<file path="src/hw/rtl/tmcw_pkg.sv">
// ----------------------------------------------------------------------------
// tmcw_pkg
// Shared types and constants of the text mode console writer: cell codes,
// request function codes and the command/status bundles between the
// controller and the datapath.
// ----------------------------------------------------------------------------
package tmcw_pkg;

   // default grid size
   localparam int DEF_COLS = 80;
   localparam int DEF_ROWS = 25;

   // width of a linear cell index for any row (5 bits) and column (7 bits)
   localparam int IDX_W = 12;

   localparam logic [7:0]  BLANK_CHAR     = 8'h20;
   localparam logic [7:0]  NEWLINE_CHAR   = 8'h0A;
   localparam logic [7:0]  BACKSPACE_CHAR = 8'h08;
   localparam logic [7:0]  RESET_COLOUR   = 8'h07;
   localparam logic [15:0] RESET_CELL     = 16'h0720;

   // request function codes
   localparam logic [1:0] FUNC_PUT_CHAR = 2'd0;
   localparam logic [1:0] FUNC_CLEAR    = 2'd1;
   localparam logic [1:0] FUNC_PUT_AT   = 2'd2;
   localparam logic [1:0] FUNC_READ     = 2'd3;

   typedef struct packed {
      logic accept;       // latch the request payload
      logic exec;         // cursor update and single cell access
      logic copy_rd;      // scroll: read the cell one row below the pointer
      logic copy_wr;      // scroll: write the read cell at the pointer
      logic fill_blank;   // write a blank in text colour at the pointer
      logic fill_reset;   // write the reset cell at the pointer
      logic capture_read; // load the read result
   } cmd_type;

   typedef struct packed {
      logic [1:0] func;
      logic       need_scroll;
      logic       copy_last;
      logic       fill_last;
   } status_type;

endpackage

</file>
<file path="src/hw/rtl/tmcw_ctrl.sv">
// ----------------------------------------------------------------------------
// tmcw_ctrl
// Sequencer of the console writer: reset clearing pass, request handshake,
// scroll copy and fill sweeps, and the result handshake.
// ----------------------------------------------------------------------------
module tmcw_ctrl
   import tmcw_pkg::*;
(
   input  logic       clock,
   input  logic       reset,
   input  logic       req_tvalid,
   output logic       req_tready,
   output logic       rsp_tvalid,
   input  logic       rsp_tready,
   input  status_type status,
   output cmd_type    cmd
);

   typedef enum logic [7:0] {
      ST_FILL_RST = 8'b0000_0001,
      ST_IDLE     = 8'b0000_0010,
      ST_EXEC     = 8'b0000_0100,
      ST_RD_WAIT  = 8'b0000_1000,
      ST_SCR_RD   = 8'b0001_0000,
      ST_SCR_WR   = 8'b0010_0000,
      ST_FILL     = 8'b0100_0000,
      ST_RESP     = 8'b1000_0000
   } state_type;

   state_type state_ff;
   state_type state_in;

   always_ff @(posedge clock) begin
      if (reset) begin
         state_ff <= ST_FILL_RST;
      end else begin
         state_ff <= state_in;
      end
   end

   always_comb begin
      state_in   = state_ff;
      cmd        = '0;
      req_tready = 1'b0;
      rsp_tvalid = 1'b0;
      case (state_ff)
         ST_FILL_RST: begin
            cmd.fill_reset = 1'b1;
            if (status.fill_last) begin
               state_in = ST_IDLE;
            end
         end
         ST_IDLE: begin
            req_tready = 1'b1;
            if (req_tvalid) begin
               cmd.accept = 1'b1;
               state_in   = ST_EXEC;
            end
         end
         ST_EXEC: begin
            cmd.exec = 1'b1;
            case (status.func)
               FUNC_PUT_CHAR: state_in = status.need_scroll ? ST_SCR_RD : ST_RESP;
               FUNC_CLEAR:    state_in = ST_FILL;
               FUNC_PUT_AT:   state_in = ST_RESP;
               default:       state_in = ST_RD_WAIT;
            endcase
         end
         ST_RD_WAIT: begin
            cmd.capture_read = 1'b1;
            state_in         = ST_RESP;
         end
         ST_SCR_RD: begin
            cmd.copy_rd = 1'b1;
            state_in    = ST_SCR_WR;
         end
         ST_SCR_WR: begin
            cmd.copy_wr = 1'b1;
            // the pointer runs on into the bottom row for blanking
            state_in    = status.copy_last ? ST_FILL : ST_SCR_RD;
         end
         ST_FILL: begin
            cmd.fill_blank = 1'b1;
            if (status.fill_last) begin
               state_in = ST_RESP;
            end
         end
         ST_RESP: begin
            rsp_tvalid = 1'b1;
            if (rsp_tready) begin
               state_in = ST_IDLE;
            end
         end
         default: begin
            state_in = ST_FILL_RST;
         end
      endcase
   end

endmodule

</file>
<file path="config.mk">
export PLATFORM = sky130hd
export DESIGN_NAME = tmcw_ctrl
export DESIGN_NICKNAME = d
export VERILOG_FILES = /design/src/hw/rtl/tmcw_pkg.sv /design/src/hw/rtl/tmcw_ctrl.sv
export SDC_FILE = /design/constraint.sdc
export NUM_CORES = 1
export LEC_CHECK = 0
export ABC_CLOCK_PERIOD_IN_PS = 5200
export BUFFER_PORTS_ARGS = -buffer_cell sky130_fd_sc_hd__buf_2
export CAP_MARGIN = 0
export CORE_AREA = 5 5 42 44
export DETAILED_ROUTE_END_ITERATION = 6
export DIE_AREA = 0 0 47 49
export GPL_TIMING_DRIVEN = 0
export HOLD_SLACK_MARGIN = 0.02
export PLACE_DENSITY = 0.82
export RECOVER_POWER = 25
export SLEW_MARGIN = 15
export SYNTH_ARGS = -nofsm -noshare
export SYNTH_HDL_FRONTEND = slang
export SYNTH_SLANG_ARGS = --single-unit
export TNS_END_PERCENT = 10
</file>
<file path="constraint.sdc">
create_clock -name clock -period 5.2 [get_ports clock]
set_clock_uncertainty 0.1 [all_clocks]
set_input_delay 1.04 -clock clock [delete_from_list [all_inputs] [get_ports clock]]
set_output_delay 1.04 -clock clock [all_outputs]
set_load 0.02 [all_outputs]
</file>
==> results of run 1 <==
## synth_stat cells (all sizes together) (2+ instances only)
cell type  count  area [µm²]
a21oi          5       25.02
a31oi          2       12.51
and3           2       12.51
clkbuf         6       22.52
dfxtp          8       160.2
nand2b         4       25.02
nand3b         2       15.01
nor2           9       33.78
nor2b          2       12.51
nor3           2       10.01
nor3b          5       37.54
nor4           6       37.54
nor4b          3       26.28
o21ai          3       15.01
or3            3       23.77
or4            4       33.78
or4b           2       20.02
xnor2          3       26.28
## worst max-delay path by stage
stage	slack (ns)	to	depth (start not counted)
global placement	2.39	cmd[6]	5
CTS	2.07	cmd[6]	5
floorplan	1.95	cmd[6]	4
detailed placement	2.36	cmd[6]	5
global route	1.94	cmd[6]	5
finish	2.08	cmd[1]	5
## worst max-delay path: cells and delay by family (launching register included)
| family | cells | cell delay (ns) |
|---|---|---|
| buffers and inverters | 2 | 0.32 |
| flip-flops | 1 | 0.30 |
| AND/OR/NAND/NOR | 3 | 1.10 |
## cells by family (layout without fill, tap and decap cells)
family                 count (synthesis)  in the layout  synth area share (%)
AO/OA/AOI/OAI                         13             13                 12.30
flip-flops                             8              8                 25.40
XOR/XNOR                               4              4                 5.557
AND/OR/NAND/NOR                       49             49                 51.39
buffers and inverters                  7             27                 5.357
## report_power, final
part | total, µW | leakage [µW] | switching, µW | internal [µW]
Combinational | 107 | 0.000216 | 60.3 | 46.4
Sequential | 79.0 | 0.0000650 | 11.1 | 67.9
Clock | 49.3 | 0.0000138 | 22.8 | 26.5
## routing by layer
metal  wire, µm  share of wire [%]  vias to the layer above  GRT usage (%)
met5          0                  0                        -              0
met4         42                2.6                        0          6.452
met3        111                6.8                        5          4.428
met2        778                 48                       25          24.43
met1        689                 43                      330          19.69
li1           -                  -                      354              -
## through the flow
stage / instance area (µm²) / setup WS [ns] / utilization, % / hold slack [ns] / cells
after global placement: 735.7 / 2.388 / 52.50 / 0.4827 / 114
final: 757.0 / 2.082 / 54.02 / 0.5013 / 117
after global routing: 757.0 / 1.942 / 54.02 / 0.5314 / 117
after detailed placement: 735.7 / 2.362 / 52.50 / 0.4958 / 114
after floorplan: 630.6 / 1.950 / - / 0.4226 / 81
after CTS: 758.2 / 2.074 / 54.11 / 0.5039 / 117
## area by class of cell
| type | count | area, µm² | share of cell area [%] |
|---|---|---|---|
| sequential | 8 | 160.2 | 21.16 |
| tap | 16 | 20.02 | 2.645 |
| buffer | 7 | 33.78 | 4.463 |
| timing repair buffer | 17 | 83.83 | 11.07 |
| multi-input combinational | 66 | 436.7 | 57.69 |
| clock buffer | 3 | 22.52 | 2.975 |
==> results.toml, run 1 <==
[power_and_ir_drop]
power_uw = 235.1
vdd_drop_max_mv = 0.1368
p_per_area_nw_per_um2 = 310.5
p_leak_uw = 0.0002945

[setup_path]
slowest_delay_ns = 0.55
start_kind = "flip-flop"
worst_r2r_startpoint = "state_ff[3]"
crit_slowest_cell = "or4_4"
r2r-end = "state_ff[6]"
cp-end-kind = "output port"
path_cells = "buf_6 > or4_4 > or3_4 > nor3b_1 > buf_2"
required_ns = 4.06
arrival_ns = 1.98
reg2reg_depth = 5
cp_max_fo = 9
worst-setup-path-type = "reg -> out"
startpoint = "state_ff[3]"
reg2reg_slack_ns = 2.97

[clock_network]
cts.htree.levels = 1
clkTransAtPathRegs_ns = 0.06
clock-root-buffer = "clkbuf_4"
cts_made_buffers = 3
worstSkewPairLatency_ns = 0.26
hold_buffers = 0
cts_tree = "built"
postCtsSetupBuffers = 0
clk_path_buf_depth = 2
cts_resized = 0
cts.sinks = 8

[route]
drc = 0
drtAntennaViolNets = 0
dr.pass1.iters = 5
drt_wl_total_mm = 1.621
viasPerCell = 6.103
via_count = 714
drt_first_iter_violations = 22
drt-wirelength-per-cell_um = 13.85

[timing]
period_minus_slack_ns = 3.118
hold_violations = 0
setup_tns_ns = 0
tightest_slew_ns = 0.4125
rsz0062_at_grt = "no"
relSlewSlack_pct = 72.50
finalCritPeriodShare_pct = 59.96
max_freq_mhz = 320.7
setup_viol = 0
slew_viol_final = 0

[final_layout]
final_cell_mix = "16 x buf_2, 9 x nor2_1, 8 x dfxtp_1"
drive_gt1_share_pct = 22.77
largest_reg_flops = 8
largest-register = "state_ff"
area_delta_synth_final_pct = 20.04
reg.largest.list = "state_ff x8"
nFillCells = 144
antenna-diode-count = 0
nNetsFinal = 112
final_common_cell = "buf_2"

[global_routing]
antenna_found_initial = 0
gr-total-overflow = 0
grt_max_degree = 11
grt_pass1_vias = 647
grt_pass1_wl_mm = 2.718
grt.total_usage_pct = 15.74

[hold_path]
worstHoldStart = "state_ff[4]"
min_path_type = "reg -> reg"
hold_end = "state_ff[5]"
holdPathStages = 2

[logic_synthesis]
synth_warnings = 0
yosys_register_bits = 8
ys.flop_type = "dfxtp_1"
yosysSeqAreaShare_pct = 25.40
ys_async_sr_fraction_pct = 0
synth_edf_count = 0
syn-num-nets = 90
syn_inst = 81
synth_cell_type_count = 31
syn_area_um2 = 630.6
syn_area_per_cell_um2 = 7.785

[floorplanning]
ios = 18
die_x_um = 47
fp-row-count = 14
dieArea_um2 = 2303
core_area_um2 = 1401
initial_utilization_pct = 45.00
die_y_um = 49

[run_status]
status = "completed"

[placement]
hpwl_mm = 1.210
port_buffers = 17
gp_congestion = 0.8665

[run]
drv_cap = 0
Note: power is estimated with default switching activity, not from simulation.
==> run 2: changes to the inputs <==
- ABC_AREA: unset -> 1
- ABC_CLOCK_PERIOD_IN_PS: 5200 -> 2850
- CORE_AREA: 5 5 42 44 -> unset
- CORE_MARGIN: unset -> 5
- CORE_UTILIZATION: unset -> 44
- DIE_AREA: 0 0 47 49 -> unset
- PLACE_DENSITY: 0.82 -> 0.8
- clock period: 5.2 -> 2.85 ns (I/O delays scaled with it)
==> run 2 against run 1 <==
Effect of this change: flip-flop and latch count is the same; synthesized area is 1.2% lower; largest power group is now registers; via count is 2.7% lower; total power grew 48%; register-to-register slack worse by 1.7 ns; sequential share of layout area grew 0.50 points; highest routed layer unchanged; critical path depth rose by 1; synthesized cell count rose by 25%; first-iteration DRC count decreased by 27%; clock power grew 70%.
==> results.toml, run 2 <==
[floorplanning]
fp-row-count = 13
core_area_um2 = 1318
initial_utilization_pct = 47.29
ios = 18
die_y_um = 47.63
die_x_um = 47.63
dieArea_um2 = 2269

[logic_synthesis]
ys_top_cells_by_area = "dfxtp_1 26%, inv_1 13%, nand2_1 12%"
synth_warnings = 0
syn_area_per_cell_um2 = 6.169
syn_area_um2 = 623.1
syn-num-nets = 110
syn_inst = 101
yosysMostFrequentCell = "inv_1"
yosys_register_bits = 8
ys_async_sr_fraction_pct = 0
synth_common_cells = "22 x inv_1, 20 x nand2_1, 13 x nor2_1, 8 x dfxtp_1"
synth_top_cell_by_area = "dfxtp_1"
synth_edf_count = 0
synth_cell_type_count = 17
ys.flop_type = "dfxtp_1"
yosysSeqAreaShare_pct = 25.70
synth_top_area_share_pct = 25.70

[setup_path]
cp-end-kind = "output port"
required_ns = 2.18
worst_r2r_startpoint = "state_ff[6]"
critical_path.top_delay_family = "simple AND/OR/NAND/NOR gates"
cp_num_buf_inv = 2
slowest_delay_ns = 0.36
path_cells = "nor2_1 > nand2_4 > inv_1 > nand2_1 > nor2_1 > buf_2"
arrival_ns = 1.58
worst-setup-path-type = "reg -> out"
cp_max_fo = 4
start_kind = "flip-flop"
crit_slowest_cell = "nor2_1"
startpoint = "state_ff[6]"
path_common_cell = "nor2_1"

[power_and_ir_drop]
p_leak_uw = 0.0004295
vdd_drop_max_mv = 0.2153
power_uw = 348.6
p_per_area_nw_per_um2 = 471.5

[clock_network]
worstSkewPairLatency_ns = 0.25
cts.sinks = 8
cts_resized = 0
clk_path_buf_depth = 2
clock-root-buffer = "clkbuf_4"
hold_buffers = 0
clkTransAtPathRegs_ns = 0.05
cts.htree.levels = 1
cts_made_buffers = 3
cts_tree = "built"
postCtsSetupBuffers = 0

[global_routing]
grt_max_degree = 7
grt.total_usage_pct = 15.60
gr-total-overflow = 0
grt_pass1_wl_mm = 2.428
antenna_found_initial = 0
grt_pass1_vias = 637

[timing]
slew_viol_final = 0
setup_tns_ns = 0
setup_viol = 0
hold_violations = 0
max_freq_mhz = 443.7
period_minus_slack_ns = 2.254
finalCritPeriodShare_pct = 79.09
rsz0062_at_grt = "no"
relSlewSlack_pct = 70.90
tightest_slew_ns = 0.4349

[placement]
placed_area_um2 = 726.9
gp_congestion = 0.7865
hpwl_mm = 1.243
place_inst = 133
port_buffers = 17

[route]
drt_first_iter_violations = 16
dr.pass1.iters = 4
drt_wl_total_mm = 1.436
via_count = 695
drt-wirelength-per-cell_um = 10.56
drc = 0
viasPerCell = 5.110
drtAntennaViolNets = 0

[final_layout]
final_cell_mix = "23 x inv_1, 20 x nand2_1, 17 x buf_2"
largest-register = "state_ff"
largest_reg_flops = 8
drive_gt1_share_pct = 32.23
antenna-diode-count = 0
final_common_cell = "inv_1"
area_delta_synth_final_pct = 18.67
final_cells = 136
reg.largest.list = "state_ff x8"
final_area_um2 = 739.5
nNetsFinal = 132

[hold_path]
min_path_type = "reg -> reg"
worstHoldStart = "state_ff[1]"

[run]
drv_cap = 0

[run_status]
status = "completed"
==> run 2: cell types whose count changed after synthesis, sizes merged, moves of 3 or more <==
cell	previous run	this run
nor4b	3	0
nand4	1	4
nor4	6	0
or3	3	0
nor2	9	23
or4	4	0
xnor2	3	0
inv	0	24
nor3b	5	0
clkbuf	6	0
nand2	0	27
nand3	1	7
nand2b	4	0
==> run 2: metrics by stage <==
stage	setup WS, ns	hold slack, ns	util [%]
4_1_cts	0.7690	0.4536	56.89
3_5_place_dp	1.056	0.4460	55.18
2_1_floorplan	1.159	0.4121	-
6_report	0.5960	0.4580	56.13
3_3_place_gp	1.084	0.4390	55.18
5_1_grt	0.4305	0.4671	56.13
==> run 2: final cells by class <==
| class | count | area, µm² |
|---|---|---|
| well taps | 15 | 18.77 |
| fillers | 144 | 578.1 |
| clock buffers | 3 | 22.52 |
| repair buffers | 17 | 85.08 |
| flip-flops and latches | 8 | 160.2 |
| multi-input cells | 69 | 362.8 |
| inverters | 24 | 90.09 |
==> run 2: layer usage <==
layer,track usage [%],vias to the layer above,share of wire (%)
li1,-,351,-
met1,16.29,311,40
met2,27.27,28,48
met3,2.256,5,8.2
met4,12.90,0,3.8
met5,0,-,0
==> run 2: cell families after synthesis <==
group,count (synthesis),synth area share [%]
buf+inv,24,14.46
simple gates,63,54.62
compound gates,6,5.221
flops,8,25.70
==> run 2: final timing paths <==
| kind | depth (start not counted) | slack [ns] | to |
|---|---|---|---|
| max | 6 | 0.60 | cmd[6] |
| min | 2 | 0.46 | state_ff[1] |
| max reg2reg | 9 | 1.30 | state_ff[6] |
| min reg2reg | 2 | 0.46 | state_ff[1] |
==> run 2: worst register-to-register path: cells and delay by family (launching register included) <==
family	cells	cell delay (ns)
buf+inv	2	0.19
simple gates	6	0.80
flops	1	0.32
compound gates	1	0.07
==> run 2: where the power goes <==
group	total (µW)	internal (µW)	switching (µW)
Combinational	132	43.3	88.8
Sequential	133	122	10.8
Clock	84.0	48.0	36.0
==> run 3: changes to the inputs <==
- ABC_CLOCK_PERIOD_IN_PS: 2850 -> 2200
- CORE_AREA: unset -> 5 5 42 44
- CORE_MARGIN: 5 -> unset
- CORE_UTILIZATION: 44 -> unset
- DIE_AREA: unset -> 0 0 47 49
- PLACE_DENSITY: 0.8 -> 0.81
- clock period: 2.85 -> 2.2 ns (I/O delays scaled with it)
==> run 3 against run 2 <==
Effect of this change: routed wire length shrank 8.4%; critical path depth shrank 2; sequential share of layout area barely moved; hold slack worse by 0.12 ns; via count is 7.6% lower; register-to-register slack got worse by 0.60 ns; largest cell class unchanged; largest power group unchanged.
==> results.toml, run 3 (synthesis results as in run 2) <==
[timing]
holdWs_ns = 0.3372
period_minus_slack_ns = 1.938
slew_viol_final = 0
rsz0062_at_grt = "no"
finalCritPeriodShare_pct = 88.09
tightest_slew_ns = 0.2734
relSlewSlack_pct = 81.71
setup_tns_ns = 0
setup_viol = 0
max_freq_mhz = 516.0
hold_violations = 0

[setup_path]
start_kind = "flip-flop"
arrival_ns = 1.40
slowest_delay_ns = 0.33
critical_path.top_delay_family = "simple AND/OR/NAND/NOR gates"
crit_slowest_cell = "dfxtp_1"
worst-setup-path-type = "reg -> out"
cp_max_fo = 4
path_cells = "nor2_1 > nand2_2 > nor2_1 > buf_2"
path_common_cell = "nor2_1"
cp-end-kind = "output port"
cp_num_buf_inv = 1
required_ns = 1.66

[final_layout]
reg.largest.list = "state_ff x8"
final_cell_mix = "22 x inv_1, 20 x nand2_1, 17 x buf_2"
final_common_cell = "inv_1"
nNetsFinal = 132
drive_gt1_share_pct = 33.06
antenna-diode-count = 0
post-route-util_pct = 52.86
area_delta_synth_final_pct = 18.88
largest_reg_flops = 8
final_area_um2 = 740.7
largest-register = "state_ff"

[route]
drt-wirelength-per-cell_um = 9.606
dr.pass1.iters = 4
viasPerCell = 4.686
drt_wl_total_mm = 1.316
via_count = 642
drc = 0
drtAntennaViolNets = 0
drt_first_iter_violations = 14

[clock_network]
clock-root-buffer = "clkbuf_4"
cts_made_buffers = 3
cts.sinks = 8
clkTransAtPathRegs_ns = 0.05
clk_path_buf_depth = 2
hold_buffers = 0
cts_tree = "built"
cts_resized = 0
worstSkewPairLatency_ns = 0.24
postCtsSetupBuffers = 0
cts.htree.levels = 1

[placement]
hpwl_mm = 1.139
port_buffers = 17
placed_area_um2 = 728.2
gp_congestion = 0.8734

[floorplanning]
die_y_um = 49
ios = 18
dieArea_um2 = 2303
initial_utilization_pct = 44.46
die_x_um = 47
fp-row-count = 14
core_area_um2 = 1401

[power_and_ir_drop]
p_leak_uw = 0.0004331
vdd_drop_max_mv = 0.3782
p_per_area_nw_per_um2 = 595.9

[global_routing]
grt_pass1_vias = 589
antenna_found_initial = 0
grt.total_usage_pct = 12.76
grt_pass1_wl_mm = 2.242
grt_max_degree = 7
gr-total-overflow = 0

[hold_path]
min_path_type = "in -> reg"

[run_status]
status = "completed"

[run]
drv_cap = 0
[run 3: cell counts in the layout (fill, tap and decap cells not counted)]
Identical to the previous run, type by type.
[run 3: worst paths after layout]
path | from | end | slack (ns) | depth (start not counted)
max reg2reg | state_ff[2] | state_ff[7] | 0.70 | 7
min reg2reg | state_ff[1] | state_ff[1] | 0.45 | 2
max | state_ff[2] | cmd[2] | 0.26 | 4
min | reset | state_ff[4] | 0.34 | 2
[run 3: final cells by class]
cell class                      count  area [µm²]
Fill cell                         157       660.6
Multi-Input combinational cell     69       362.8
Sequential cell                     8       160.2
Inverter                           24       90.09
Timing Repair Buffer               17       85.08
Clock buffer                        3       22.52
Tap cell                           16       20.02
[run 3: through the flow]
step	power (µW)	setup WS, ns	instances
CTS	448.5	0.2899	137
finish	441.4	0.2621	137
detailed placement	341.1	0.5625	134
global route	478.8	0.1299	137
global placement	337.5	0.5782	134
floorplan	300.2	0.6389	101
[run 3: report_power, final]
part	internal (µW)	switching [µW]	total [µW]
sequential	158	13.1	171
clock	62.0	44.3	106
combinational	56.0	108	164
total	276	166	441
[run 3: per-layer routing]
layer	up-vias	wire (µm)	global-route usage [%]
met1	273	606	16.08
met4	0	12	5.530
met3	2	87	2.214
met5	-	0	0
li1	345	-	-
met2	22	610	20.36
